### config.mk
export PLATFORM = sky130hd
export DESIGN_NAME = npw_scan
export DESIGN_NICKNAME = d
export VERILOG_FILES = /design/src/rtl/npw_pkg.sv /design/src/rtl/npw_scan.sv
export SDC_FILE = /design/constraint.sdc
export NUM_CORES = 2
export LEC_CHECK = 0
export ABC_AREA = 1
export BUFFER_PORTS_ARGS = -buffer_cell sky130_fd_sc_hd__buf_2
export CAP_MARGIN = 5
export CORE_ASPECT_RATIO = 0.7
export CORE_MARGIN = 2
export CORE_UTILIZATION = 47
export CTS_CLUSTER_DIAMETER = 60
export DETAILED_ROUTE_END_ITERATION = 8
export HOLD_SLACK_MARGIN = 0.1
export PLACE_DENSITY_LB_ADDON = 0.05
export SLEW_MARGIN = 40
export SYNTH_ARGS = -nofsm -noshare
export SYNTH_HDL_FRONTEND = slang
export SYNTH_SLANG_ARGS = --single-unit
### constraint.sdc
create_clock -name i_clk -period 11.45 [get_ports i_clk]
set_input_delay 3.435 -clock i_clk [delete_from_list [all_inputs] [get_ports i_clk]]
set_output_delay 3.435 -clock i_clk [all_outputs]
set_load 0.01 [all_outputs]
### src/rtl/npw_pkg.sv
// shared constants, types and codes for the nearest point window emitter
`timescale 1ns / 1ps
`default_nettype none

package npw_pkg;

    // map and window sizing
    localparam int MAP_DEPTH  = 256;
    localparam int MAX_WINDOW = 64;
    localparam int IDX_W      = $clog2(MAP_DEPTH);
    localparam int CNT_W      = $clog2(MAP_DEPTH + 1);
    localparam int WIN_W      = 7;
    localparam int EMIT_W     = $clog2(MAX_WINDOW + 1);
    localparam int CMP_W      = ((CNT_W > EMIT_W) ? CNT_W : EMIT_W) + 1;

    // datapath widths
    localparam int COORD_W = 24;
    localparam int DIFF_W  = COORD_W + 1;
    localparam int TRIG_W  = 16;
    localparam int PIDX_W  = 8;
    localparam int SQ_W    = 2 * DIFF_W - 1;
    localparam int DIST_W  = SQ_W + 1;
    localparam int PROD_W  = TRIG_W + DIFF_W;
    localparam int SUM_W   = PROD_W + 1;
    localparam int FRAC_W  = 15;

    // output queue, sized to cover the emit pipeline in flight
    localparam int FIFO_DEPTH = 8;
    localparam int FIFO_PTR_W = $clog2(FIFO_DEPTH);
    localparam int FIFO_CNT_W = $clog2(FIFO_DEPTH + 4);

    localparam logic [WIN_W-1:0] WINDOW_RST = WIN_W'(5);

    typedef enum logic [1:0] {
        OP_CLEAR = 2'd0,
        OP_LOAD  = 2'd1,
        OP_QUERY = 2'd2
    } t_op;

    typedef enum logic [1:0] {
        S_IDLE,
        S_SCAN,
        S_WAIT,
        S_EMIT
    } t_state;

    typedef struct packed {
        logic signed [COORD_W-1:0] x;
        logic signed [COORD_W-1:0] y;
    } t_point;

    // tag that rides along with each memory read through the pipeline
    typedef struct packed {
        logic             scan;
        logic [IDX_W-1:0] idx;
        logic             found;
        logic             seen;
        logic             last;
        logic             ovf;
    } t_tag;

    typedef struct packed {
        logic signed [COORD_W-1:0] local_x;
        logic signed [COORD_W-1:0] local_y;
        logic [PIDX_W-1:0]         point_index;
        logic                      found;
        logic                      start_seen;
        logic                      overflow;
        logic                      last;
    } t_result;

endpackage

`default_nettype wire

### src/rtl/npw_scan.sv
// nearest point search: squared distance pipeline and running minimum
`timescale 1ns / 1ps
`default_nettype none

module npw_scan import npw_pkg::*; (
    input  wire logic                     i_clk,
    input  wire logic                     i_rst_n,
    input  wire logic                     i_clear,
    input  wire logic                     i_v,
    input  wire logic [IDX_W-1:0]         i_idx,
    input  wire logic signed [DIFF_W-1:0] i_dx,
    input  wire logic signed [DIFF_W-1:0] i_dy,
    output logic                          o_busy,
    output logic                          o_have,
    output logic [IDX_W-1:0]              o_best
);

    logic signed [2*DIFF_W-1:0] w_sqx;
    logic signed [2*DIFF_W-1:0] w_sqy;
    logic                       w_take;

    logic                       r_a_v;
    logic [IDX_W-1:0]           r_a_idx;
    logic [SQ_W-1:0]            r_sq_x;
    logic [SQ_W-1:0]            r_sq_y;
    logic                       r_b_v;
    logic [IDX_W-1:0]           r_b_idx;
    logic [DIST_W-1:0]          r_dist;
    logic                       r_have;
    logic [IDX_W-1:0]           r_best;
    logic [DIST_W-1:0]          r_best_d;

    // squares, never negative so the top bit is dropped
    assign w_sqx = i_dx * i_dx;
    assign w_sqy = i_dy * i_dy;

    // strict less keeps the first index on ties, zero distance is skipped
    assign w_take = r_b_v && (r_dist != '0) && (!r_have || (r_dist < r_best_d));

    // valid bits and best flag
    always_ff @(posedge i_clk) begin
        if (!i_rst_n) begin
            r_a_v  <= 1'b0;
            r_b_v  <= 1'b0;
            r_have <= 1'b0;
        end else begin
            r_a_v <= i_v;
            r_b_v <= r_a_v;
            if (i_clear) begin
                r_have <= 1'b0;
            end else if (w_take) begin
                r_have <= 1'b1;
            end
        end
    end

    // distance datapath and best candidate
    always_ff @(posedge i_clk) begin
        r_a_idx <= i_idx;
        r_sq_x  <= w_sqx[SQ_W-1:0];
        r_sq_y  <= w_sqy[SQ_W-1:0];
        r_b_idx <= r_a_idx;
        r_dist  <= DIST_W'(r_sq_x) + DIST_W'(r_sq_y);
        if (w_take) begin
            r_best   <= r_b_idx;
            r_best_d <= r_dist;
        end
    end

    assign o_busy = r_a_v || r_b_v;
    assign o_have = r_have;
    assign o_best = r_best;

    // a held candidate never sits at the vehicle position
    a_best_nonzero: assert property (@(posedge i_clk) disable iff (!i_rst_n)
        r_have |-> (r_best_d != '0))
        else $error("best candidate has zero distance");

endmodule

`default_nettype wire

==> results.yml <==
setup_path:
  cpPeakStageDelay_ns: 1.03
  cp.arrival_ns: 10.77
  rr_worst_depth: 11
  r2r_slack_ns: 8.77
  r2r-end: "r_best_d[6]"
  path_max_fanout: 17
  path_cells: "buf_2 > nand2_1 > inv_1 > fa_1 > fa_1 > inv_1 > fa_1 > inv_1 > fa_1 > fa_1 > fa_1 > fa_1 > ha_1 > nand2_1 > nor2_1 > nand2_1 > nor3_1 > nand3b_1 > nand4_1 > nand2_1"
  cpMostUsedCell: "fa_1"
  cp.required_ns: 11.88
  critPathLaunchType: "primary input"
  endpoint_kind: "flip-flop"
  critPathKind: "in2reg"
  crit_path_top_delay_cell: "fa_1"
  regToRegStartpoint: "r_best_d[9]"
min_path:
  hold_path_end: "r_b_idx[5]"
  hold_depth: 0
  min-delay-start: "r_a_idx[5]"
  hold_path.class: "reg2reg"
synthesis:
  synth_flop_cell: "dfxtp_1"
  netlist.top_cell.by_area: "fa_1"
  synth_edf_count: 58
  synthTopCellsByArea: "fa_1, inv_1, nand2_1"
  syn_nets: 8313
  yosysSeqAreaShare_pct: 9.35
  synth.most_common_cell: "inv_1"
  synth_area_sq_mm: 0.0540
  synth.top_cells.by_count: "inv_1, nand2_1, fa_1, ha_1, nor2_1"
  yosysWarningCount: 0
  postSynthAreaPerCell_sq_um: 8.11
  ys_async_sr_fraction_pct: 0
  synth_cell_types: 42
  syn_inst: 6655
  synth-seq-cells: 223
  netlist.area_leader.share_pct: 44.3
global_routing:
  gr-usage-met1_pct: 46.2
  antenna_found_initial: 0
  grtUsageMet3_pct: 5.02
  grt_pass1_wl_mm: 237
  gr-usage-met2_pct: 33.1
  grt_overflow: 0
  grt_use_total_pct: 26.2
  grt_start_max_net_pins: 53
  top_usage_layer: "met1"
  grt_pass1_vias: 40406
clock_tree:
  cts_resized: 0
  clk_transition_reported_paths_ns: 0.06
  cts_buffers: 23
  ctsHoldBuffers: 0
  cts.sinks: 223
  postCtsSetupBuffers: 0
  clockBufferDepth: 3
  clk_latency_ns: 0.56
  h-tree-depth: 1
  cts_tree: "yes"
  root_buffer: "clkbuf_16"
sta:
  hold_viol_final: 0
  holdWs_ns: 0.327
  worst_slew_pin_slew_ns: 0.806
  slew_violations: 0
  fmax_ghz: 0.0967
  setup_tns_ns: 0
  setup_viol: 0
  rsz0062_at_grt: "no"
  fin_skew_ns: 0.0231
  fin_crit_sh_pct: 90.3
  max_slew_margin_pct: 46.3
  period_needed_ns: 10.34
  fin_ws_ns: 1.11
floorplanning:
  start_util_pct: 47.6
  die_h_microns: 287
  die_area_sq_mm: 0.118
  dieWidth_microns: 409
  core_area_sq_mm: 0.113
  std_cell_rows: 103
  num_io_pins: 72
detailed_routing:
  wl_mm: 148
  via_count: 39524
  wl_per_cell_microns: 18.1
  drt_iter0_markers: 2976
  first_pass_iters: 5
  via_per_inst: 4.83
  ant_nets: 0
  drc_errors: 0
layout:
  syn_to_final_growth_pct: 5.34
  instances_no_fill: 8187
  num-nets-final: 8307
  drive_gt1_share_pct: 3.69
  fill_cells: 11289
  num_antenna_cells: 0
place:
  dp.cells: 8146
  place.gp.congestion: 0.962
  preCtsSetupSlack_ns: 0.623
  dp_hpwl_mm: 134
  numPortBuffers: 71
flow_run:
  drv_cap: 0
run_status:
  outcome: "complete, no violations"
[cells by family after synthesis]
kind of cell | Yosys count | synth area share (%)
flops | 223 | 9.35
simple gates | 2130 | 16.0
buf+inv | 2250 | 15.7
compound gates | 332 | 3.36
xor+xnor | 124 | 2.01
fa+ha+maj | 1596 | 53.6
[layout by cell type, fill, tap and decap left out, types with 6 or more instances in the layout]
master,synthesis,final
buf_2,1,71
nand2_1,1527,1527
nor3_1,23,23
inv_1,2090,2090
dfxtp_1,165,165
a21oi_2,6,6
buf_4,0,51
nor2_1,301,301
xor2_1,93,93
a21o_1,9,9
nand3_1,143,143
nand3b_1,6,6
edfxtp_1,58,58
ha_1,401,401
fa_1,1195,1194
nand2_2,17,17
o21ai_0,85,85
nor2_2,21,21
clkbuf_16,0,25
nand4_1,55,55
xnor2_1,31,31
or2_2,12,12
a21oi_1,188,187
o21bai_1,29,29
[registers in the layout, summed over array words and instances, names as in the netlist]
signal / cells
r_b_v: 1
r_a_idx: 8
r_sq_y: 48
r_sq_x: 48
r_best_d: 50
o_best: 8
o_have: 1
r_a_v: 1
r_b_idx: 8
r_dist: 50
[how the worst max path moves through the flow]
stage | startpoint | endpoint | cells past startpoint
2_1_floorplan | i_dy[1] | r_sq_y[48] | 26
3_3_place_gp | i_dy[4] | r_sq_y[39] | 20
3_5_place_dp | i_dy[4] | r_sq_y[39] | 20
4_1_cts | i_dy[4] | r_sq_y[39] | 20
5_1_grt | i_dy[4] | r_sq_y[39] | 20
6_report | i_dy[4] | r_sq_y[39] | 20
[per-layer routing]
| metal | part of all wire [%] | wire length, microns |
|---|---|---|
| met1 | 55 | 82000 |
| met2 | 35 | 52700 |
| met3 | 8.5 | 12600 |
| met4 | 0.82 | 1220 |
| met5 | 0 | 0 |
[final cells by class]
cell class	count	area (sq um)	share of cell area, %
Timing Repair Buffer	122	738	1.30
Clock buffer	31	688	1.21
Sequential cell	223	5040	8.88
Multi-Input combinational cell	4182	40500	71.2
Tap cell	1522	1900	3.35
Inverter	2097	7870	13.8
Clock inverter	10	111	0.196
[through the flow]
step                area (sq um)  utilization, %
floorplan                  54000               -
global placement           56000            49.5
detailed placement         56000            49.5
CTS                        56800            50.2
global route               56800            50.2
finish                     56800            50.2
[worst max-delay path, delay by kind of cell]
kind          cells  cell delay, ns
fa+ha+maj         8            4.50
simple gates      8            1.69
buf+inv           4            1.13
Power is left out: the tool's default activity adds up to more than one toggle a clock period on the data nets, which glitch-free logic cannot reach.
