File: src/rtl/npw_pkg.sv
// shared constants, types and codes for the nearest point window emitter
`timescale 1ns / 1ps
`default_nettype none

package npw_pkg;

    // map and window sizing
    localparam int MAP_DEPTH  = 256;
    localparam int MAX_WINDOW = 64;
    localparam int IDX_W      = $clog2(MAP_DEPTH);
    localparam int CNT_W      = $clog2(MAP_DEPTH + 1);
    localparam int WIN_W      = 7;
    localparam int EMIT_W     = $clog2(MAX_WINDOW + 1);
    localparam int CMP_W      = ((CNT_W > EMIT_W) ? CNT_W : EMIT_W) + 1;

    // datapath widths
    localparam int COORD_W = 24;
    localparam int DIFF_W  = COORD_W + 1;
    localparam int TRIG_W  = 16;
    localparam int PIDX_W  = 8;
    localparam int SQ_W    = 2 * DIFF_W - 1;
    localparam int DIST_W  = SQ_W + 1;
    localparam int PROD_W  = TRIG_W + DIFF_W;
    localparam int SUM_W   = PROD_W + 1;
    localparam int FRAC_W  = 15;

    // output queue, sized to cover the emit pipeline in flight
    localparam int FIFO_DEPTH = 8;
    localparam int FIFO_PTR_W = $clog2(FIFO_DEPTH);
    localparam int FIFO_CNT_W = $clog2(FIFO_DEPTH + 4);

    localparam logic [WIN_W-1:0] WINDOW_RST = WIN_W'(5);

    typedef enum logic [1:0] {
        OP_CLEAR = 2'd0,
        OP_LOAD  = 2'd1,
        OP_QUERY = 2'd2
    } t_op;

    typedef enum logic [1:0] {
        S_IDLE,
        S_SCAN,
        S_WAIT,
        S_EMIT
    } t_state;

    typedef struct packed {
        logic signed [COORD_W-1:0] x;
        logic signed [COORD_W-1:0] y;
    } t_point;

    // tag that rides along with each memory read through the pipeline
    typedef struct packed {
        logic             scan;
        logic [IDX_W-1:0] idx;
        logic             found;
        logic             seen;
        logic             last;
        logic             ovf;
    } t_tag;

    typedef struct packed {
        logic signed [COORD_W-1:0] local_x;
        logic signed [COORD_W-1:0] local_y;
        logic [PIDX_W-1:0]         point_index;
        logic                      found;
        logic                      start_seen;
        logic                      overflow;
        logic                      last;
    } t_result;

endpackage

`default_nettype wire

File: src/rtl/npw_rot.sv
// rotation of a point offset into the vehicle frame with saturation
`timescale 1ns / 1ps
`default_nettype none

module npw_rot import npw_pkg::*; (
    input  wire logic                     i_clk,
    input  wire logic                     i_rst_n,
    input  wire logic                     i_v,
    input  wire t_tag                     i_tag,
    input  wire logic signed [DIFF_W-1:0] i_dx,
    input  wire logic signed [DIFF_W-1:0] i_dy,
    input  wire logic signed [TRIG_W-1:0] i_cos,
    input  wire logic signed [TRIG_W-1:0] i_sin,
    output logic                          o_busy,
    output logic                          o_push,
    output t_result                       o_res
);

    localparam logic signed [SUM_W-1:0] SAT_HI = SUM_W'((1 <<< (COORD_W - 1)) - 1);
    localparam logic signed [SUM_W-1:0] SAT_LO = ~SAT_HI;

    logic signed [PROD_W-1:0] w_cdx;
    logic signed [PROD_W-1:0] w_sdy;
    logic signed [PROD_W-1:0] w_cdy;
    logic signed [PROD_W-1:0] w_sdx;
    logic signed [SUM_W-1:0]  w_lx;
    logic signed [SUM_W-1:0]  w_ly;

    logic                     r_v;
    t_tag                     r_tag;
    logic signed [PROD_W-1:0] r_cdx;
    logic signed [PROD_W-1:0] r_sdy;
    logic signed [PROD_W-1:0] r_cdy;
    logic signed [PROD_W-1:0] r_sdx;

    function automatic logic signed [COORD_W-1:0] sat(input logic signed [SUM_W-1:0] v);
        logic signed [COORD_W-1:0] res;
        if (v > SAT_HI) begin
            res = SAT_HI[COORD_W-1:0];
        end else if (v < SAT_LO) begin
            res = SAT_LO[COORD_W-1:0];
        end else begin
            res = v[COORD_W-1:0];
        end
        return res;
    endfunction

    // four products, registered
    assign w_cdx = i_cos * i_dx;
    assign w_sdy = i_sin * i_dy;
    assign w_cdy = i_cos * i_dy;
    assign w_sdx = i_sin * i_dx;

    always_ff @(posedge i_clk) begin
        if (!i_rst_n) begin
            r_v <= 1'b0;
        end else begin
            r_v <= i_v;
        end
    end

    always_ff @(posedge i_clk) begin
        r_tag <= i_tag;
        r_cdx <= w_cdx;
        r_sdy <= w_sdy;
        r_cdy <= w_cdy;
        r_sdx <= w_sdx;
    end

    // sums, floor shift and clamp to the coordinate range
    assign w_lx = (SUM_W'(r_cdx) + SUM_W'(r_sdy)) >>> FRAC_W;
    assign w_ly = (SUM_W'(r_cdy) - SUM_W'(r_sdx)) >>> FRAC_W;

    always_comb begin
        o_res.found       = r_tag.found;
        o_res.start_seen  = r_tag.seen;
        o_res.overflow    = r_tag.ovf;
        o_res.last        = r_tag.last;
        o_res.point_index = PIDX_W'(r_tag.idx);
        o_res.local_x     = sat(w_lx);
        o_res.local_y     = sat(w_ly);
        if (!r_tag.found) begin
            o_res.point_index = '0;
            o_res.local_x     = '0;
            o_res.local_y     = '0;
        end
    end

    assign o_busy = r_v;
    assign o_push = r_v;

endmodule

`default_nettype wire

File: config.mk
export PLATFORM = sky130hd
export DESIGN_NAME = npw_rot
export DESIGN_NICKNAME = d
export VERILOG_FILES = /design/src/rtl/npw_pkg.sv /design/src/rtl/npw_rot.sv
export SDC_FILE = /design/constraint.sdc
export NUM_CORES = 2
export LEC_CHECK = 0
export ABC_AREA = 1
export BUFFER_PORTS_ARGS = -buffer_cell sky130_fd_sc_hd__buf_2
export CAP_MARGIN = 15
export CELL_PAD_IN_SITES_DETAIL_PLACEMENT = 1
export CELL_PAD_IN_SITES_GLOBAL_PLACEMENT = 1
export CORE_MARGIN = 3
export CORE_UTILIZATION = 50
export DETAILED_ROUTE_END_ITERATION = 7
export GPL_ROUTABILITY_DRIVEN = 0
export PLACE_DENSITY_LB_ADDON = 0.1
export SETUP_SLACK_MARGIN = 0.5
export SLEW_MARGIN = 25
export SYNTH_ARGS = -nofsm -noshare
export SYNTH_HDL_FRONTEND = slang
export SYNTH_SLANG_ARGS = --single-unit
File: constraint.sdc
create_clock -name i_clk -period 7.8 [get_ports i_clk]
set_input_delay 0.39 -clock i_clk [delete_from_list [all_inputs] [get_ports i_clk]]
set_output_delay 0.39 -clock i_clk [all_outputs]
set_load 0.02 [all_outputs]
==> impl_metrics.tcl <==
set metrics [dict create \
    status "finished clean" \
    rsz0062_at_grt "false" \
    timing.final.hold_violations 0 \
    avgSynthCellArea_um2 7.631 \
    synthArstFlopShare_pct 0 \
    numCtsBuffers 17 \
    synth_ff_type "dfxtp_1" \
    initial_core_util_pct 50.75 \
    crit_path_end_kind "register" \
    crit_type "input pin to register" \
    cts_tree "done" \
    synth_top_cell_area_share_pct 44.86 \
    drc 0 \
    max_freq_ghz 0.1521 \
    drt-initial-drc-count 3319 \
    syn_nets 11206 \
    nFillCells 17229 \
    port_buffers 158 \
    crit_path_start_kind "input pin" \
    finalCritPeriodShare_pct 84.31 \
    syn2layout_area_growth_pct 4.892 \
    timing.final.crit_period_ns 6.576 \
    core_um2 136500 \
    rows 135 \
    vias_per_cell 5.235 \
    cp.arrival_ns 6.99 \
    clock-sinks 177 \
    drive_gt1_share_pct 4.583 \
    cts.clk_slew.worst_paths_ns 0.08 \
    path_max_fanout 20 \
    drv_slew 0 \
    synthTopCellsByArea "fa_1 45%, inv_1 15%, nand2_1 13%" \
    yosysWarningCount 0 \
    relSlewSlack_pct 30.30 \
    worst_ep_required_time_ns 8.21 \
    synthTopCellsByCount "2778 x inv_1, 2312 x nand2_1, 1552 x fa_1, 480 x ha_1, 387 x nor2_1" \
    setup_violations 0 \
    hold_class "input pin to register" \
    ys_types 49 \
    grt_pass1_vias 64377 \
    syn_area_um2 69260 \
    cap_violations 0 \
    cts-root-buf "clkbuf_16" \
    final-seq-area_um2 3543 \
    ios 160 \
    ctsResizeCount 0 \
    grt_pass1_wl_mm 355.7 \
    die_w_um 378.2 \
    yosysMostFrequentCell "inv_1" \
    yosysTopAreaCell "fa_1" \
    worstMarginPinSlew_ns 1.045 \
    vias 56679 \
    ys_seq_area_share_pct 5.116 \
    grt_antenna_before_repair 28 \
    fin_setup_tns_ns 0 \
    wire_per_inst_um 20.45 \
    die_area_um2 143000 \
    synth_edf_count 0 \
    ant_nets 0 \
    multi_input_area_um2 53800 \
    htreeDepth 4 \
    cts_buffer_depth 2 \
    hpwlAfterDp_mm 186.7 \
    die_h_um 378.2 \
    routed_wl_mm 221.4 \
    nNetsFinal 11151 \
    overflow 0 \
    syn_inst 9076 \
    dr.pass1.iters 7 \
    ys_seq_elements 177 \
    grt_usage_pct 32.15 \
    grt_start_max_net_pins 51 \
]
## through the flow
step / instance area (um^2) / setup WS (ns) / utilization, % / cells / hold slack [ns]
finish: 72650 / 1.224 / 53.23 / 10827 / 0.06553
global placement: 71880 / 0.8987 / 52.67 / 10771 / 0.4917
CTS: 72620 / 1.314 / 53.21 / 10815 / 0.01693
detailed placement: 71890 / 0.8181 / 52.67 / 10771 / 0.4939
global route: 72620 / 0.8971 / 53.21 / 10817 / 0.05085
floorplan: 69260 / 2.077 / - / 9076 / 0.4177
## routing by layer
layer	global-route usage [%]	vias up	routed length, um
met5	0	-	99
li1	-	25445	-
met1	43.39	29415	95520
met3	4.435	324	12960
met4	9.020	16	6217
met2	54.25	1479	106600
## critical path: stages
cell     delay, ns
buf_2         0.51
buf_4         0.32
buf_4         0.33
nand2_1       0.08
inv_1         0.11
fa_1          0.41
inv_1         0.08
fa_1          0.45
fa_1          0.53
inv_1         0.06
fa_1          0.54
fa_1          0.53
inv_1         0.06
fa_1          0.49
inv_1         0.05
ha_1          0.37
nand2_1       0.11
nor2_1        0.19
o21ai_0       0.11
nand2_1       0.11
a31oi_1       0.10
o21ai_0       0.60
a21oi_1       0.16
xor2_1        0.25
## path summary, 6_finish.rpt
kind	from	end	slack [ns]	depth (start not counted)
worst max-delay path	i_cos[4]	r_cdy[30]	1.22	24
worst min-delay path	i_v	o_busy	0.07	3
## kinds of logic (layout without fill, tap and decap cells)
logic type	count (synthesis)	in the layout	synth area share (%)
flops	177	177	5.116
fa+ha+maj	2032	2032	53.53
simple gates	2928	2928	16.54
other cells	0	12	0
xor+xnor	217	217	2.744
buf+inv	3154	3112	17.21
compound gates	568	568	4.858
## final cells by class
class                           instances  share of cell area [%]
Tap cell                             1781                   3.067
Inverter                             2795                   14.44
Antenna cell                           12                 0.04133
Timing Repair Buffer                  285                   2.676
Clock buffer                           18                  0.6045
Sequential cell                       177                   4.877
Multi-Input combinational cell       5745                   74.05
Clock inverter                         14                  0.2377
## flip-flops by register name, summed over array words and instances, names as in the netlist
register and flops:
o_res 4, r_sdy 41, r_cdx 41, r_sdx 41, r_tag 8, r_cdy 41, o_busy 1
## repair_timing
item                                    4_1_cts  5_1_grt
endpoints found under the hold margin        12        0
endpoints found under the setup margin        0        0
hold buffers                                 12        0
buffers inserted                              0        0
## cells in the final DEF, fill, tap and decap left out, types with 27 or more instances in the layout
| cell type | netlist | layout |
|---|---|---|
| a21o_1 | 33 | 33 |
| a21oi_1 | 257 | 257 |
| a21oi_2 | 41 | 41 |
| a31oi_1 | 46 | 46 |
| buf_2 | 0 | 155 |
| buf_4 | 5 | 105 |
| dfxtp_1 | 177 | 177 |
| fa_1 | 1552 | 1552 |
| ha_1 | 480 | 480 |
| inv_1 | 2778 | 2777 |
| nand2_1 | 2312 | 2312 |
| nand3_1 | 113 | 113 |
| nor2_1 | 387 | 387 |
| nor3_1 | 29 | 29 |
| o21ai_0 | 102 | 102 |
| o21bai_1 | 27 | 27 |
| xnor2_1 | 75 | 75 |
| xor2_1 | 142 | 142 |
Power is not shown: default switching activity piles up to over one toggle a cycle in this logic, so the estimate is an artifact.
