==> src/rtl/npw_pkg.sv <==
// shared constants, types and codes for the nearest point window emitter
`timescale 1ns / 1ps
`default_nettype none

package npw_pkg;

    // map and window sizing
    localparam int MAP_DEPTH  = 256;
    localparam int MAX_WINDOW = 64;
    localparam int IDX_W      = $clog2(MAP_DEPTH);
    localparam int CNT_W      = $clog2(MAP_DEPTH + 1);
    localparam int WIN_W      = 7;
    localparam int EMIT_W     = $clog2(MAX_WINDOW + 1);
    localparam int CMP_W      = ((CNT_W > EMIT_W) ? CNT_W : EMIT_W) + 1;

    // datapath widths
    localparam int COORD_W = 24;
    localparam int DIFF_W  = COORD_W + 1;
    localparam int TRIG_W  = 16;
    localparam int PIDX_W  = 8;
    localparam int SQ_W    = 2 * DIFF_W - 1;
    localparam int DIST_W  = SQ_W + 1;
    localparam int PROD_W  = TRIG_W + DIFF_W;
    localparam int SUM_W   = PROD_W + 1;
    localparam int FRAC_W  = 15;

    // output queue, sized to cover the emit pipeline in flight
    localparam int FIFO_DEPTH = 8;
    localparam int FIFO_PTR_W = $clog2(FIFO_DEPTH);
    localparam int FIFO_CNT_W = $clog2(FIFO_DEPTH + 4);

    localparam logic [WIN_W-1:0] WINDOW_RST = WIN_W'(5);

    typedef enum logic [1:0] {
        OP_CLEAR = 2'd0,
        OP_LOAD  = 2'd1,
        OP_QUERY = 2'd2
    } t_op;

    typedef enum logic [1:0] {
        S_IDLE,
        S_SCAN,
        S_WAIT,
        S_EMIT
    } t_state;

    typedef struct packed {
        logic signed [COORD_W-1:0] x;
        logic signed [COORD_W-1:0] y;
    } t_point;

    // tag that rides along with each memory read through the pipeline
    typedef struct packed {
        logic             scan;
        logic [IDX_W-1:0] idx;
        logic             found;
        logic             seen;
        logic             last;
        logic             ovf;
    } t_tag;

    typedef struct packed {
        logic signed [COORD_W-1:0] local_x;
        logic signed [COORD_W-1:0] local_y;
        logic [PIDX_W-1:0]         point_index;
        logic                      found;
        logic                      start_seen;
        logic                      overflow;
        logic                      last;
    } t_result;

endpackage

`default_nettype wire

==> src/rtl/npw_out_fifo.sv <==
// result queue between the emit pipeline and the output channel
`timescale 1ns / 1ps
`default_nettype none

module npw_out_fifo import npw_pkg::*; (
    input  wire logic          i_clk,
    input  wire logic          i_rst_n,
    input  wire logic          i_push,
    input  wire t_result       i_data,
    input  wire logic          i_stall,
    output logic               o_valid,
    output t_result            o_data,
    output logic [FIFO_CNT_W-1:0] o_count
);

    t_result               r_mem [FIFO_DEPTH];
    logic [FIFO_PTR_W-1:0] r_wp;
    logic [FIFO_PTR_W-1:0] r_rp;
    logic [FIFO_CNT_W-1:0] r_cnt;
    logic                  w_pop;

    assign w_pop = (r_cnt != '0) && !i_stall;

    // pointers and fill level
    always_ff @(posedge i_clk) begin
        if (!i_rst_n) begin
            r_wp  <= '0;
            r_rp  <= '0;
            r_cnt <= '0;
        end else begin
            if (i_push) begin
                r_wp <= r_wp + FIFO_PTR_W'(1);
            end
            if (w_pop) begin
                r_rp <= r_rp + FIFO_PTR_W'(1);
            end
            case ({i_push, w_pop})
                2'b10:   r_cnt <= r_cnt + FIFO_CNT_W'(1);
                2'b01:   r_cnt <= r_cnt - FIFO_CNT_W'(1);
                default: r_cnt <= r_cnt;
            endcase
        end
    end

    // storage
    always_ff @(posedge i_clk) begin
        if (i_push) begin
            r_mem[r_wp] <= i_data;
        end
    end

    assign o_valid = (r_cnt != '0);
    assign o_data  = r_mem[r_rp];
    assign o_count = r_cnt;

    // the credit check upstream must never let a push find the queue full
    a_no_overrun: assert property (@(posedge i_clk) disable iff (!i_rst_n)
        i_push |-> ((r_cnt < FIFO_CNT_W'(FIFO_DEPTH)) || w_pop))
        else $error("result queue overrun");

endmodule

`default_nettype wire
==> config.mk <==
export PLATFORM = sky130hd
export DESIGN_NAME = npw_out_fifo
export DESIGN_NICKNAME = d
export VERILOG_FILES = /design/src/rtl/npw_pkg.sv /design/src/rtl/npw_out_fifo.sv
export SDC_FILE = /design/constraint.sdc
export NUM_CORES = 1
export LEC_CHECK = 0
export CAP_MARGIN = 40
export CORE_MARGIN = 3
export CORE_UTILIZATION = 39
export CTS_CLUSTER_DIAMETER = 150
export DETAILED_ROUTE_END_ITERATION = 12
export DONT_BUFFER_PORTS = 1
export HOLD_SLACK_MARGIN = 0.08
export PLACE_DENSITY = 0.58
export SLEW_MARGIN = 20
export SYNTH_ARGS = -nofsm -noshare
export SYNTH_HDL_FRONTEND = slang
export SYNTH_SLANG_ARGS = --single-unit
export TNS_END_PERCENT = 100
==> constraint.sdc <==
create_clock -name i_clk -period 11.49 [get_ports i_clk]
set_clock_uncertainty 0.2 [all_clocks]
set_input_delay 2.298 -clock i_clk [delete_from_list [all_inputs] [get_ports i_clk]]
set_output_delay 2.298 -clock i_clk [all_outputs]
set_load 0.01 [all_outputs]
==> results.yml, run 1 <==
timing:
  hold_violations: 0
  maxSlewViolCount: 0
  rsz0062_at_grt: "false"
  period_needed_ns: 5.536
  finalSetupTns_ns: 0
  fmax_ghz: 0.1806
  max_slew.worst_pin.slew_ns: 0.7861
  timing.final.crit_share: 0.4818
  slew_headroom: 0.4759
  finalSetupViolations: 0
routing:
  drt_iter0_drc: 437
  route.met2.wl_mm: 17.56
  via_per_inst: 5.346
  ant_nets: 0
  dr.pass1.iters: 4
  met3_length_mm: 2.176
  wl_mm: 36.66
  wl_met1_mm: 16.06
  routedWlPerCell_um: 25.30
  vias: 7747
  drc: 0
  top_layer_used: "met4"
global_route:
  antenna_found_initial: 0
  grt_overflow_total: 0
  grt_usage: 0.1466
  grt_max_degree: 54
  grt_first_pass_wirelength_mm: 54.61
  grt_pass1_vias: 8354
synthesis:
  syn_nets: 834
  synth_area_per_cell_um2: 24.58
  yosysWarnings: 0
  async_flop_share: 0
  syn-cell-area_um2: 18800
  synth_cells: 765
  ys_seq_area_frac: 0.7804
  synth-main-ff-cell: "edfxtp_1"
  ys_types: 30
  synth-seq-cells: 493
  synth_edf_count: 480
clock_network:
  insertion_delay_ns: 0.57
  holdBufCountCts: 0
  htreeDepth: 2
  post_cts_buffers: 0
  clockBufferDepth: 3
  cts_tree: "done"
  cts-resized-gates: 0
  cts.sink_count: 493
  clkTransAtPathRegs_ns: 0.06
  root_buffer: "clkbuf_16"
  cts_buffers: 51
pwr:
  p_per_area_nw_per_um2: 208.0
  power.leakage_nw: 6.492
  peakVddDrop_v: 0.0001024
placement:
  port_buffers: 0
  hpwl_mm: 19.51
  placed_area_um2: 19600
  place.gp.congestion: 0.6550
finish:
  fill_cells: 3933
  most-common-layout-cells: "480 x edfxtp_1, 100 x mux4_2, 61 x mux2_2"
  finalNetCount: 876
  drive_gt1_frac: 0.3135
  post-route-cell-area_um2: 21230
  multi_input_area_um2: 3889
  final_common_cell: "edfxtp_1"
  syn_to_final_growth_pct: 12.88
  seq_area_um2: 14690
  antenna_cells: 0
critical_path:
  crit_path_end: "o_data[13]"
  critPathMaxFanout: 53
  arrival_ns: 3.04
  reg2regPathDepth: 9
  criticalPathCategory: "reg -> out"
  rr_startpoint: "o_count[1]"
  required_ns: 8.99
  worstReg2RegEnd: "o_count[2]"
  endpoint_kind: "primary output"
  setup.worst_path.start_class: "register"
  r2r_slack_ns: 8.61
run:
  drv_cap: 0
floorplan:
  core_area_um2: 47050
  die_h_um: 225.6
  dieWidth_um: 225.6
  io_pins: 129
  start_util: 0.3996
  fp-row-count: 79
  fp.dieArea_um2: 50880
hold_path:
  hp-start: "r_rp[1]"
  hold_path_class: "reg -> reg"
status:
  outcome: "finished clean"
area by class of cell:
class                   count  share of cell area
flip-flops and latches    493              0.6919
clock buffers              65             0.06461
clock inverters            23             0.01108
well taps                 607             0.03578
inverters                   2           0.0003537
multi-input cells         235              0.1832
repair buffers             24             0.01309
state kept, by name, summed over array words and instances (netlist names), named ones only:
signal / cells
o_count: 4
r_mem: 480
r_rp: 3
r_wp: 3
critical path: stages, from the launching register on:
cell,delay (ns)
dfxtp_4,0.85
buf_4,0.54
buf_16,0.29
mux4_2,0.34
mux2_2,0.36
per-layer routing:
layer / vias to the layer above / track usage
li1: 3358 / -
met1: 4176 / 0.1984
met2: 151 / 0.2318
met3: 62 / 0.04043
met4: 0 / 0.04920
met5: - / 0
how the worst min path moves through the flow:
stage            endpoint  slack [ns]  cells past startpoint
3_3_place_gp     register        0.29                      2
6_report         register        0.31                      2
2_1_floorplan    register        0.28                      2
5_1_grt        o_count[3]        0.36                      2
3_5_place_dp     register        0.30                      2
4_1_cts          register        0.31                      2
Yosys cell counts, types with 3 or more instances:
library cell  number  area, um2
buf_6              3      33.78
edfxtp_1         480      14410
clkbuf_1          12      45.04
dfxtp_1           13      260.3
mux4_1            20      525.5
buf_1              9      33.78
buf_12             8      160.2
nand2b_1           4      25.02
nand2_1            6      22.52
mux2_2            61      686.9
mux2i_1            3      30.03
nor3_1             3      15.01
mux4_2           100       2252
and2_1             6      37.54
xor2_1             5      43.79
nor2_1             7      26.28
buf_2              3      15.01
ha_1               5      62.56
cell families after synthesis:
logic type / share of synthesized area
flip-flops: 0.7804
multiplexers: 0.1859
buffers and inverters: 0.01570
AND/OR/NAND/NOR: 0.008917
AO/OA/AOI/OAI: 0.002528
XOR/XNOR: 0.003261
adder cells (fa/ha/maj): 0.003327
where the power goes:
group          switching, mW  total, mW  internal (mW)
Clock                  0.645       1.59          0.948
Sequential            0.0503       2.08           2.03
Combinational          0.343      0.738          0.395
Total                   1.04       4.41           3.38
metrics by stage:
stage / util / power [mW] / cells / setup slack, ns / hold WS, ns
2_1_floorplan: - / 2.767 / 765 / 4.263 / 0.2805
3_3_place_gp: 0.4139 / 2.851 / 1355 / 6.192 / 0.2908
3_5_place_dp: 0.4166 / 2.877 / 1360 / 6.429 / 0.3020
4_1_cts: 0.4507 / 4.486 / 1448 / 5.779 / 0.3112
5_1_grt: 0.4511 / 4.602 / 1449 / 5.753 / 0.3622
6_report: 0.4511 / 4.414 / 1449 / 5.954 / 0.3121
Power figures use the tool's default switching activity.
==> run 2, diff against run 1 <==
--- a/config.mk
+++ b/config.mk
@@ -5,6 +5,7 @@
 export SDC_FILE = /design/constraint.sdc
 export NUM_CORES = 1
 export LEC_CHECK = 0
+export ABC_AREA = 1
 export CAP_MARGIN = 40
 export CORE_MARGIN = 3
 export CORE_UTILIZATION = 39
==> constraint.sdc (replaced) <==
create_clock -name i_clk -period 5.1 [get_ports i_clk]
set_clock_uncertainty 0.2 [all_clocks]
set_input_delay 1.02 -clock i_clk [delete_from_list [all_inputs] [get_ports i_clk]]
set_output_delay 1.02 -clock i_clk [all_outputs]
set_load 0.01 [all_outputs]
==> results.yml, run 2 <==
status:
  outcome: "finished clean"
global_route:
  antenna_found_initial: 0
  grt_max_degree: 125
  grt_usage: 0.1606
  grt_overflow_total: 0
  grt_pass1_vias: 10940
  grt_first_pass_wirelength_mm: 65.52
synthesis:
  synth_compound_area_frac: 0.08579
  synth_area_leaders: "edfxtp_1 74%, nor2_1 4.1%, o21ai_0 3.8%, nand2_1 3.8%, mux2i_1 3.1%"
  syn-cell-area_um2: 19480
  synth_edf_count: 480
  synth-adder-area-share: 0.003211
  synth_most_common_cell: "edfxtp_1"
  synth_cells: 1437
  async_flop_share: 0
  synth-xor-area-share: 0.001348
  synthMuxAreaShare: 0.03082
  synth_top_area_share: 0.7397
  synth_simple_gate_area_share: 0.09305
  synth_top_family_by_area: "simple AND/OR/NAND/NOR gates"
  synth_area_per_cell_um2: 13.56
  ys_types: 25
  netlist_top_cells_count: "480 x edfxtp_1, 212 x nor2_1, 197 x nand2_1"
  yosysWarnings: 0
  syn_nets: 1506
  ys_seq_area_frac: 0.7531
  synth_top_area_cell: "edfxtp_1"
  synth-seq-cells: 493
  synth-main-ff-cell: "edfxtp_1"
clock_network:
  cts_buffers: 51
  root_buffer: "clkbuf_16"
  clockBufferDepth: 3
  cts_tree: "done"
  htreeDepth: 2
  holdBufCountCts: 0
  clkTransAtPathRegs_ns: 0.06
  post_cts_buffers: 0
  cts-resized-gates: 0
  insertion_delay_ns: 0.57
  cts.sink_count: 493
pwr:
  pwr-share-clk: 0.344
  finalPower_mw: 10.41
  internal-power_mw: 7.334
  pwr-share-seq: 0.454
  p_per_area_nw_per_um2: 478.2
  p_sw_mw: 3.077
  comb_power_share: 0.202
  power.leakage_nw: 7.156
  swShare: 0.2956
  peakVddDrop_v: 0.0003072
placement:
  dp.cells: 2041
  placed_area_um2: 20160
  dp_slack_ns: 1.575
  port_buffers: 0
  place.gp.congestion: 0.7206
  hpwl_mm: 22.52
run:
  drv_cap: 0
finish:
  syn_to_final_growth_pct: 11.73
  fill_cells: 4395
  final_common_cell: "edfxtp_1"
  instances_no_fill: 2136
  regMostFlops: "r_mem"
  finalNetCount: 1499
  antenna_cells: 0
  final_util: 0.4429
  post-route-cell-area_um2: 21770
  most-common-layout-cells: "480 x edfxtp_1, 204 x nor2_1, 197 x nand2_1"
  largest_register_ffs: 480
  drive_gt1_frac: 0.09783
critical_path:
  crit_top_cell: "nand2_1"
  critPathMaxFanout: 87
  critical-path-top-delay-family: "buffers and inverters"
  required_ns: 3.88
  criticalPathCategory: "reg -> out"
  endpoint_kind: "primary output"
  setup.worst_path.start_class: "register"
  crit_slowest_cell: "buf_4"
  crit_chain: "inv_6, buf_4, nor2_1, o22ai_1, nand2_1, nand2_1"
  worst-path-buf-inv: 2
  rr_startpoint: "o_count[2]"
  arrival_ns: 2.89
  max_stage_delay_ns: 0.56
floorplan:
  fp-row-count: 81
  io_pins: 129
  fp.dieArea_um2: 52680
  die_h_um: 229.5
  start_util: 0.3964
  core_area_um2: 49150
  dieWidth_um: 229.5
routing:
  vias: 11040
  wl_mm: 42.79
  dr.pass1.iters: 5
  wl_met1_mm: 18.79
  routedWlPerCell_um: 20.03
  top_layer_used: "met4"
  drc: 0
  via_per_inst: 5.167
  ant_nets: 0
  met3_length_mm: 2.640
  drt_iter0_drc: 820
  route.met2.wl_mm: 20.40
timing:
  rsz0062_at_grt: "false"
  finalSetupViolations: 0
  setup_slack_ns: 0.9902
  hold_violations: 0
  slew_headroom: 0.4582
  timing.final.crit_share: 0.8058
  maxSlewViolCount: 0
  whs_ns: 0.3025
  finalSetupTns_ns: 0
  max_slew.worst_pin.slew_ns: 0.8128
  fmax_ghz: 0.2433
  period_needed_ns: 4.110
hold_path:
  hp-start: "r_rp[2]"
  hold_path_class: "reg -> reg"
run 2: cell count changes after synthesis, moves of 10 or more:
cell,change
o21ai_1,+100
mux4_2,-100
buf_2,+25
o22ai_1,+60
inv_1,+14
a21oi_1,+10
nor2_1,+205
clkbuf_1,+26
mux2i_1,+57
mux2_2,-61
nand2_1,+191
nor2_2,+40
o21ai_0,+146
mux4_1,-20
run 2: metal layers:
metal  track usage  vias to the layer above
met2        0.2607                      236
met4       0.05412                        0
met3       0.04167                       68
li1              -                     5202
met5             0                        -
met1        0.2106                     5531
run 2: cell type report:
cell class                      count  area, um2  share of cell area
Clock inverter                     25      220.2             0.01011
Multi-Input combinational cell    841       4234              0.1945
Sequential cell                   493      14680              0.6744
Inverter                           18      72.57            0.003333
Timing Repair Buffer               25      340.3             0.01563
Tap cell                          664      830.8             0.03816
Clock buffer                       70       1390             0.06385
run 2: worst min-delay path: stages (launching register included):
cell,delay [ns]
dfxtp_1,0.32
nand2_1,0.06
a21oi_1,0.07
run 2: path summary, 6_finish.rpt:
| kind | end | slack, ns | depth (start not counted) |
|---|---|---|---|
| setup / recovery | o_data[19] | 0.99 | 6 |
| hold / removal | register | 0.30 | 2 |
| setup reg to reg | o_count[2] | 2.63 | 13 |
| hold reg to reg | register | 0.30 | 2 |
run 2: logic make-up after synthesis:
group,Yosys count
AO/OA/AOI/OAI,319
adder cells (fa/ha/maj),5
flip-flops,493
AND/OR/NAND/NOR,454
XOR/XNOR,3
buffers and inverters,103
multiplexers,60
run 2: power by group through the flow:
stage	Clock [mW]	Sequential (mW)	Combinational, mW
2_1_floorplan	0	4.70	1.83
3_3_place_gp	0	4.81	2.08
3_5_place_dp	0	4.81	2.13
4_1_cts	3.69	4.73	2.14
5_1_grt	3.84	4.74	2.37
6_report	3.58	4.72	2.10
==> run 3, diff against run 2 <==
--- a/config.mk
+++ b/config.mk
@@ -13,7 +13,7 @@
 export DETAILED_ROUTE_END_ITERATION = 12
 export DONT_BUFFER_PORTS = 1
 export HOLD_SLACK_MARGIN = 0.08
-export PLACE_DENSITY = 0.58
+export PLACE_DENSITY = 0.6
 export SLEW_MARGIN = 20
 export SYNTH_ARGS = -nofsm -noshare
 export SYNTH_HDL_FRONTEND = slang
==> constraint.sdc (replaced) <==
create_clock -name i_clk -period 3.4 [get_ports i_clk]
set_clock_uncertainty 0.2 [all_clocks]
set_input_delay 0.68 -clock i_clk [delete_from_list [all_inputs] [get_ports i_clk]]
set_output_delay 0.68 -clock i_clk [all_outputs]
set_load 0.01 [all_outputs]
==> results.yml, run 3 (synthesis gave the netlist of run 2 again) <==
finish:
  fill_cells: 4320
  finalNetCount: 1564
  syn_to_final_growth_pct: 15.51
  largest_register_ffs: 480
  instances_no_fill: 2198
  multi_input_area_um2: 4234
  drive_gt1_frac: 0.09583
  antenna_cells: 0
  final_common_cell: "edfxtp_1"
  most-common-layout-cells: "480 x edfxtp_1, 204 x nor2_1, 197 x nand2_1"
  seq_area_um2: 14680
  regMostFlops: "r_mem"
routing:
  ant_nets: 0
  wl_mm: 42.42
  drc: 0
  drt_iter0_drc: 851
  routedWlPerCell_um: 19.30
  vias: 11090
  via_per_inst: 5.046
  dr.pass1.iters: 5
pwr:
  peakVddDrop_v: 0.0005006
  power.leakage_nw: 7.472
  finalPower_mw: 15.86
  p_per_area_nw_per_um2: 704.8
floorplan:
  die_h_um: 229.5
  dieWidth_um: 229.5
  start_util: 0.3964
  fp-row-count: 81
  core_area_um2: 49150
  fp.dieArea_um2: 52680
  io_pins: 129
clock_network:
  insertion_delay_ns: 0.59
  cts.sink_count: 493
  post_cts_buffers: 0
  root_buffer: "clkbuf_16"
  cts_tree: "done"
  clkTransAtPathRegs_ns: 0.06
  cts_buffers: 52
  htreeDepth: 2
  clockBufferDepth: 3
critical_path:
  crit_top_cell: "nand2_1"
  crit_slowest_cell: "buf_16"
  setup.worst_path.start_class: "register"
  crit_chain: "buf_16, o21ai_0, o22ai_1, nand2_1, nand2_1"
  max_stage_delay_ns: 0.45
  critPathMaxFanout: 140
  criticalPathCategory: "reg -> out"
  r2r_slack_ns: 1.00
  required_ns: 2.52
  endpoint_kind: "primary output"
  arrival_ns: 2.28
timing:
  max_slew.worst_pin.slew_ns: 0.8131
  timing.final.crit_share: 0.9285
  rsz0062_at_grt: "false"
  finalSetupTns_ns: 0
  setup_slack_ns: 0.2430
  fmax_ghz: 0.3168
  period_needed_ns: 3.157
  hold_violations: 0
  slew_headroom: 0.4579
  maxSlewViolCount: 0
  finalSetupViolations: 0
global_route:
  antenna_found_initial: 1
  grt_first_pass_wirelength_mm: 64.98
  grt_max_degree: 141
  grt_overflow_total: 0
  grt_pass1_vias: 10910
  grt_usage: 0.1587
hold_path:
  hold_path_class: "in -> reg"
placement:
  place.gp.congestion: 0.7298
  hpwl_mm: 21.06
  port_buffers: 0
  dp.cells: 2043
  dp_slack_ns: 0.8227
run:
  drv_cap: 0
status:
  outcome: "finished clean"
-- run 3: cell count changes in the layout (fill, tap and decap cells not counted), sizes merged --
cell / previous run / this run
clkinv: 18 / 19
buf: 25 / 27
dlygate4sd3: 0 / 62
bufinv: 4 / 5
inv: 18 / 20
clkbuf: 70 / 66
clkinvlp: 3 / 1
-- run 3: final timing paths --
path                            startpoint          to  cells past startpoint
worst max-delay path              register  o_data[42]                      5
worst min-delay path                i_push     r_wp[1]                      2
worst max register to register  o_count[0]  o_count[2]                     13
worst min register to register     r_rp[0]     r_rp[0]                      1
-- run 3: cell type report --
| cell class | count | area share |
|---|---|---|
| inverters | 18 | 0.003224 |
| multi-input cells | 841 | 0.1881 |
| clock inverters | 27 | 0.01140 |
| clock buffers | 66 | 0.06109 |
| flip-flops and latches | 493 | 0.6523 |
| repair buffers | 89 | 0.04692 |
| well taps | 664 | 0.03691 |
-- run 3: worst max-delay path, delay by kind of cell, from the launching register on --
| family | cells | cell delay [ns] |
|---|---|---|
| AND/OR/NAND/NOR | 2 | 0.20 |
| buffers and inverters | 1 | 0.45 |
| AO/OA/AOI/OAI | 2 | 0.41 |
| flip-flops | 1 | 0.41 |
-- run 3: what timing repair did --
action / CTS / global route
hold endpoints to repair: 490 / 0
gates resized for setup: 0 / 1
endpoints found under the setup margin: 0 / 1
hold buffers: 62 / 0
-- run 3: layer usage --
metal	GRT usage	part of all wire	vias up
met3	0.03358	0.053	75
met2	0.2676	0.48	255
met5	0	0.00017	-
li1	-	-	5327
met4	0.05235	0.023	2
met1	0.2050	0.44	5432
-- run 3: report_power, final --
group          switching (mW)  internal, mW  total [mW]
Combinational            2.31          1.10        3.41
Sequential              0.147          6.85        7.00
Clock                    2.24          3.22        5.46
-- run 3: through the flow --
stage | hold WS [ns] | util | instance area [um2]
finish | 0.1323 | 0.4579 | 22510
global route | 0.1312 | 0.4579 | 22510
CTS | 0.09337 | 0.4578 | 22500
detailed placement | 0.2903 | 0.4119 | 20250
global placement | 0.2596 | 0.4119 | 20250
floorplan | 0.2476 | - | 19490
